===== src/hw/rtl/first_fit_bump_heap_allocator_core_assert.svh =====
// Assertion macros shared by the allocator RTL.
// Each macro expects signals named clk and rst_n in the enclosing scope.
`ifndef FIRST_FIT_BUMP_HEAP_ALLOCATOR_CORE_ASSERT_SVH
`define FIRST_FIT_BUMP_HEAP_ALLOCATOR_CORE_ASSERT_SVH

// The consequent must hold in the same cycle as the antecedent.
`define FFBHA_ASSERT_SAME(lbl, pre, post, msg) \
  lbl: assert property (@(posedge clk) disable iff (!rst_n) (pre) |-> (post)) \
    else $error(msg);

// The consequent must hold in the cycle after the antecedent.
`define FFBHA_ASSERT_NEXT(lbl, pre, post, msg) \
  lbl: assert property (@(posedge clk) disable iff (!rst_n) (pre) |=> (post)) \
    else $error(msg);

`endif


===== src/hw/rtl/ffbha_pkg.sv =====
package ffbha_pkg;

  // Operation codes of an input word.
  localparam logic [1:0] OP_ALLOC   = 2'd0;
  localparam logic [1:0] OP_ALIGNED = 2'd1;
  localparam logic [1:0] OP_FREE    = 2'd2;
  localparam logic [1:0] OP_REALLOC = 2'd3;

  // Status codes of a result word.
  localparam logic [2:0] ST_OK      = 3'd0;
  localparam logic [2:0] ST_ZERO    = 3'd1;
  localparam logic [2:0] ST_PAGES   = 3'd2;
  localparam logic [2:0] ST_TABLE   = 3'd3;
  localparam logic [2:0] ST_UNKNOWN = 3'd4;

  // Configuration register indexes.
  localparam logic CFG_HEAP_BASE  = 1'b0;
  localparam logic CFG_PAGE_LIMIT = 1'b1;

  // Reset value of the page limit.
  localparam logic [15:0] PAGE_LIMIT_RESET = 16'd256;

  // One block table entry.
  typedef struct packed {
    logic [31:0] offset;
    logic [31:0] size;
    logic        free;
  } entry_t;

  // Control strobes toward the block table.
  typedef struct packed {
    logic rd_en;
    logic wr_en;
  } tbl_req_t;

  // Sequencer states.
  typedef enum logic [3:0] {
    S_IDLE,
    S_SCAN,
    S_MARK,
    S_MARK_OLD,
    S_BUMP,
    S_ALN1,
    S_ALN2,
    S_ALN3,
    S_ALN4,
    S_COVER,
    S_WR_GAP,
    S_WR_BLK,
    S_DONE
  } state_t;

endpackage


===== src/hw/rtl/ffbha_table.sv =====
module ffbha_table
  import ffbha_pkg::*;
#(
  parameter int DEPTH = 64,
  parameter int IW    = 6
) (
  input  logic          clk,
  input  tbl_req_t      req,
  input  logic [IW-1:0] wr_idx,
  input  entry_t        wr_data,
  input  logic [IW-1:0] rd_idx,
  output entry_t        rd_data
);

  entry_t mem [DEPTH];

  // One write port.
  always_ff @(posedge clk) begin
    if (req.wr_en) begin
      mem[wr_idx] <= wr_data;
    end
  end

  // One read port with registered data.
  always_ff @(posedge clk) begin
    if (req.rd_en) begin
      rd_data <= mem[rd_idx];
    end
  end

endmodule


===== config.mk =====
export PLATFORM = sky130hd
export DESIGN_NAME = ffbha_table
export DESIGN_NICKNAME = d
export VERILOG_FILES = /design/src/hw/rtl/first_fit_bump_heap_allocator_core_assert.svh /design/src/hw/rtl/ffbha_pkg.sv /design/src/hw/rtl/ffbha_table.sv
export SDC_FILE = /design/constraint.sdc
export NUM_CORES = 2
export LEC_CHECK = 0
export BUFFER_PORTS_ARGS = -buffer_cell sky130_fd_sc_hd__buf_2
export CAP_MARGIN = 20
export CORE_UTILIZATION = 55
export CTS_BUF_LIST = sky130_fd_sc_hd__clkbuf_8
export DETAILED_ROUTE_END_ITERATION = 12
export GPL_TIMING_DRIVEN = 0
export PLACE_DENSITY = 0.73
export SLEW_MARGIN = 20
export SYNTH_ARGS = -nofsm -noshare
export SYNTH_HDL_FRONTEND = slang
export SYNTH_MEMORY_MAX_BITS = 65536
export SYNTH_SLANG_ARGS = --single-unit

===== constraint.sdc =====
create_clock -name clk -period 8.6 [get_ports clk]
set_clock_uncertainty 0.1 [all_clocks]
set_input_delay 1.72 -clock clk [delete_from_list [all_inputs] [get_ports clk]]
set_output_delay 1.72 -clock clk [all_outputs]
set_load 0.05 [all_outputs]

==> summary.txt <==
Status -> finished, final reports clean
Wire length per cell -> 42.70 um
Via total after detailed routing -> 85.18k
Arrival time worst endpoint -> 6.25 ns
# DRC -> 0
Max Fclk -> 187.9 MHz
Port Buf Inserts -> 137
Final min period -> 5.321 ns
Post-Layout Cell Count -> 12.03k
Clock power share -> 37.7%
Max VDD drop -> 0.1795 mV
Hold buffer count at cts -> 0
Mapped Cells -> 6606
Worst-Skew Late Latency -> 1.25 ns
Routability congestion estimate -> 0.8223
H-tree Lvls -> 6
Placed cells -> 10.86k
Multi-input gate area -> 30700 um2
Worst slack at placement -> 2.437 ns
WL met1 -> 161.7 mm
Final net count -> 7815
HP Class -> input pin to flop
Worst hold margin -> 0.8172 ns
CTS Buf Count -> 648
WL met3 -> 87.36 mm
CTS Buffer Depth -> 4
Worst EP required -> 9.53 ns
Worst slew margin -> 13.57%
Endpoints failing setup -> 0
Post-synthesis register bit count -> 4225
Syn_nets -> 6686
Root buf cell -> clkbuf_8
GRT Overall Usage -> 35.28%
Worst setup EP type -> flop
WL final -> 513.8 mm
Die W -> 539.6 um
Setup CP Type -> input pin to flop
Synth unique cells -> 26
Resize count post-CTS -> 0
Commonest non-fill, non-tap cell in the layout -> edfxtp_1
Crit start category -> input pin
Pwr/cell area -> 220.8 nW/um2
Most frequent cells in the layout -> edfxtp_1 (4225), mux4_2 (1040), clkbuf_8 (655)
Detailed Routing Iterations Pass 1 -> 8
DP HPWL -> 344.0 mm
Clock sink total -> 4225
DR top layer -> met5
Max-slew violation count -> 0
Mapped cell area -> 159000 um2
Worst setup slack after layout -> 3.279 ns
Sequential cell area fraction in the yosys report -> 79.80%
Top Ports -> 145
CTS tree -> built
Area Overhead vs Synth -> 15.76%
Global route overflow -> 0
Switch share -> 23.73%
Leak -> 58.56 nW
Core ar. -> 287700 um2
Int Pwr -> 30.99 mW
Post-CTS Setup Bufs -> 0
First-pass GRT wire length -> 686.9 mm
Share of cells above drive strength 1 -> 32.03%
Final Hold Viols -> 0
Initial antenna violation count -> 42
TNS Setup -> 0 ns
Initial Util -> 55.27%
Register area -> 126900 um2
Reg power frac -> 56.3%
Die area -> 291200 um2
Yosys Warn Count -> 0
RSZ-0062 raised after global routing -> false
Worst-path clk slew -> 0.06 ns
Max cap viols -> 0
Die H -> 539.6 um
Mapped Avg Cell Area -> 24.07 um2
Slew @ Worst Pin -> 1.296 ns
Psw -> 9.643 mW
Met2 routed WL -> 226.5 mm
Comb pwr share -> 6.0%
Maximum number of pins on one net before global-route repair -> 65
Vias per std cell -> 7.079
Post-DRT Antenna Nets -> 0
Filler instances -> 17.87k
Period utilization -> 61.87%
Drt first-iter violations -> 16.10k
Row Count -> 197
Vias in the first global route -> 83.65k
Crit Path Max Fanout -> 11
cell type report:
| type | instances | area share [%] |
|---|---|---|
| diodes | 46 | 0.06255 |
| plain buffers | 377 | 1.060 |
| clock buffers | 655 | 4.898 |
| clock inverters | 466 | 1.305 |
| multi-input cells | 2004 | 16.68 |
| flip-flops and latches | 4225 | 68.94 |
| well taps | 3781 | 2.571 |
| repair buffers | 479 | 4.483 |
cell usage after synthesis:
cell type,n,area share (%)
edfxtp_1,4225,80
mux4_2,1040,15
a22oi_1,260,1.2
buf_2,186,0.59
o22ai_1,130,0.51
clkbuf_1,120,0.28
nand3_1,115,0.36
nor2_1,112,0.26
mux2i_1,103,0.65
a211oi_1,65,0.31
o211a_1,65,0.41
o221ai_1,46,0.25
buf_4,37,0.17
nand3b_1,25,0.12
buf_1,18,0.042
buf_6,16,0.11
nand2b_1,9,0.035
nor2b_1,9,0.035
nand2_1,8,0.019
or3b_2,4,0.022
and2_1,3,0.012
or3_1,3,0.012
nand4_1,2,0.0079
nor3_1,2,0.0063
or2_2,2,0.0079
nand4b_1,1,0.0055
final timing paths:
path / startpoint / end / slack [ns] / cells past startpoint
worst max-delay path: rd_idx[2] / rd_data[40] / 3.28 / 8
worst min-delay path: wr_data[60] / mem[13][60] / 0.82 / 1
worst max register to register: mem[43][13] / rd_data[13] / 5.77 / 4
worst min register to register: mem[28][49] / rd_data[49] / 0.86 / 4
critical path, cell delays in order:
cell and delay [ns]:
buf_2 0.14, buf_2 0.35, nor2b_1 0.82, buf_2 0.94, clkbuf_1 0.84, a22oi_1 0.32
nand3b_1 0.67, o211a_1 0.39
kinds of logic after synthesis:
group                  synth area share (%)
buffers and inverters                 1.199
multiplexers                          15.38
AO/OA/AOI/OAI                         2.709
AND/OR/NAND/NOR                      0.9074
flip-flops                            79.80
metal layers:
metal / up-vias / global-route usage [%]
met2: 8619 / 51.32
met3: 1756 / 13.80
met5: - / 0
li1: 31220 / -
met4: 34 / 21.38
met1: 43560 / 45.08
metrics by stage:
stage / cell area, um2 / utilization [%] / total power, mW
floorplan: 159000 / - / 24.48
global route: 184000 / 63.96 / 41.50
CTS: 183800 / 63.88 / 40.54
global placement: 164400 / 57.15 / 25.56
detailed placement: 172300 / 59.91 / 25.69
finish: 184000 / 63.98 / 40.63
power groups by stage:
stage	logic [mW]	clock network, mW	registers [mW]
after CTS	2.37	15.3	22.9
final	2.44	15.3	22.9
after detailed placement	2.36	0	23.3
after floorplan	1.05	0	23.4
after global routing	2.47	16.1	22.9
after global placement	2.22	0	23.3
flip-flops by register name, indices dropped and copies added, names as in the netlist:
signal,count
mem,4160
rd_data,65
No activity file was read; power rests on OpenSTA's default activity.
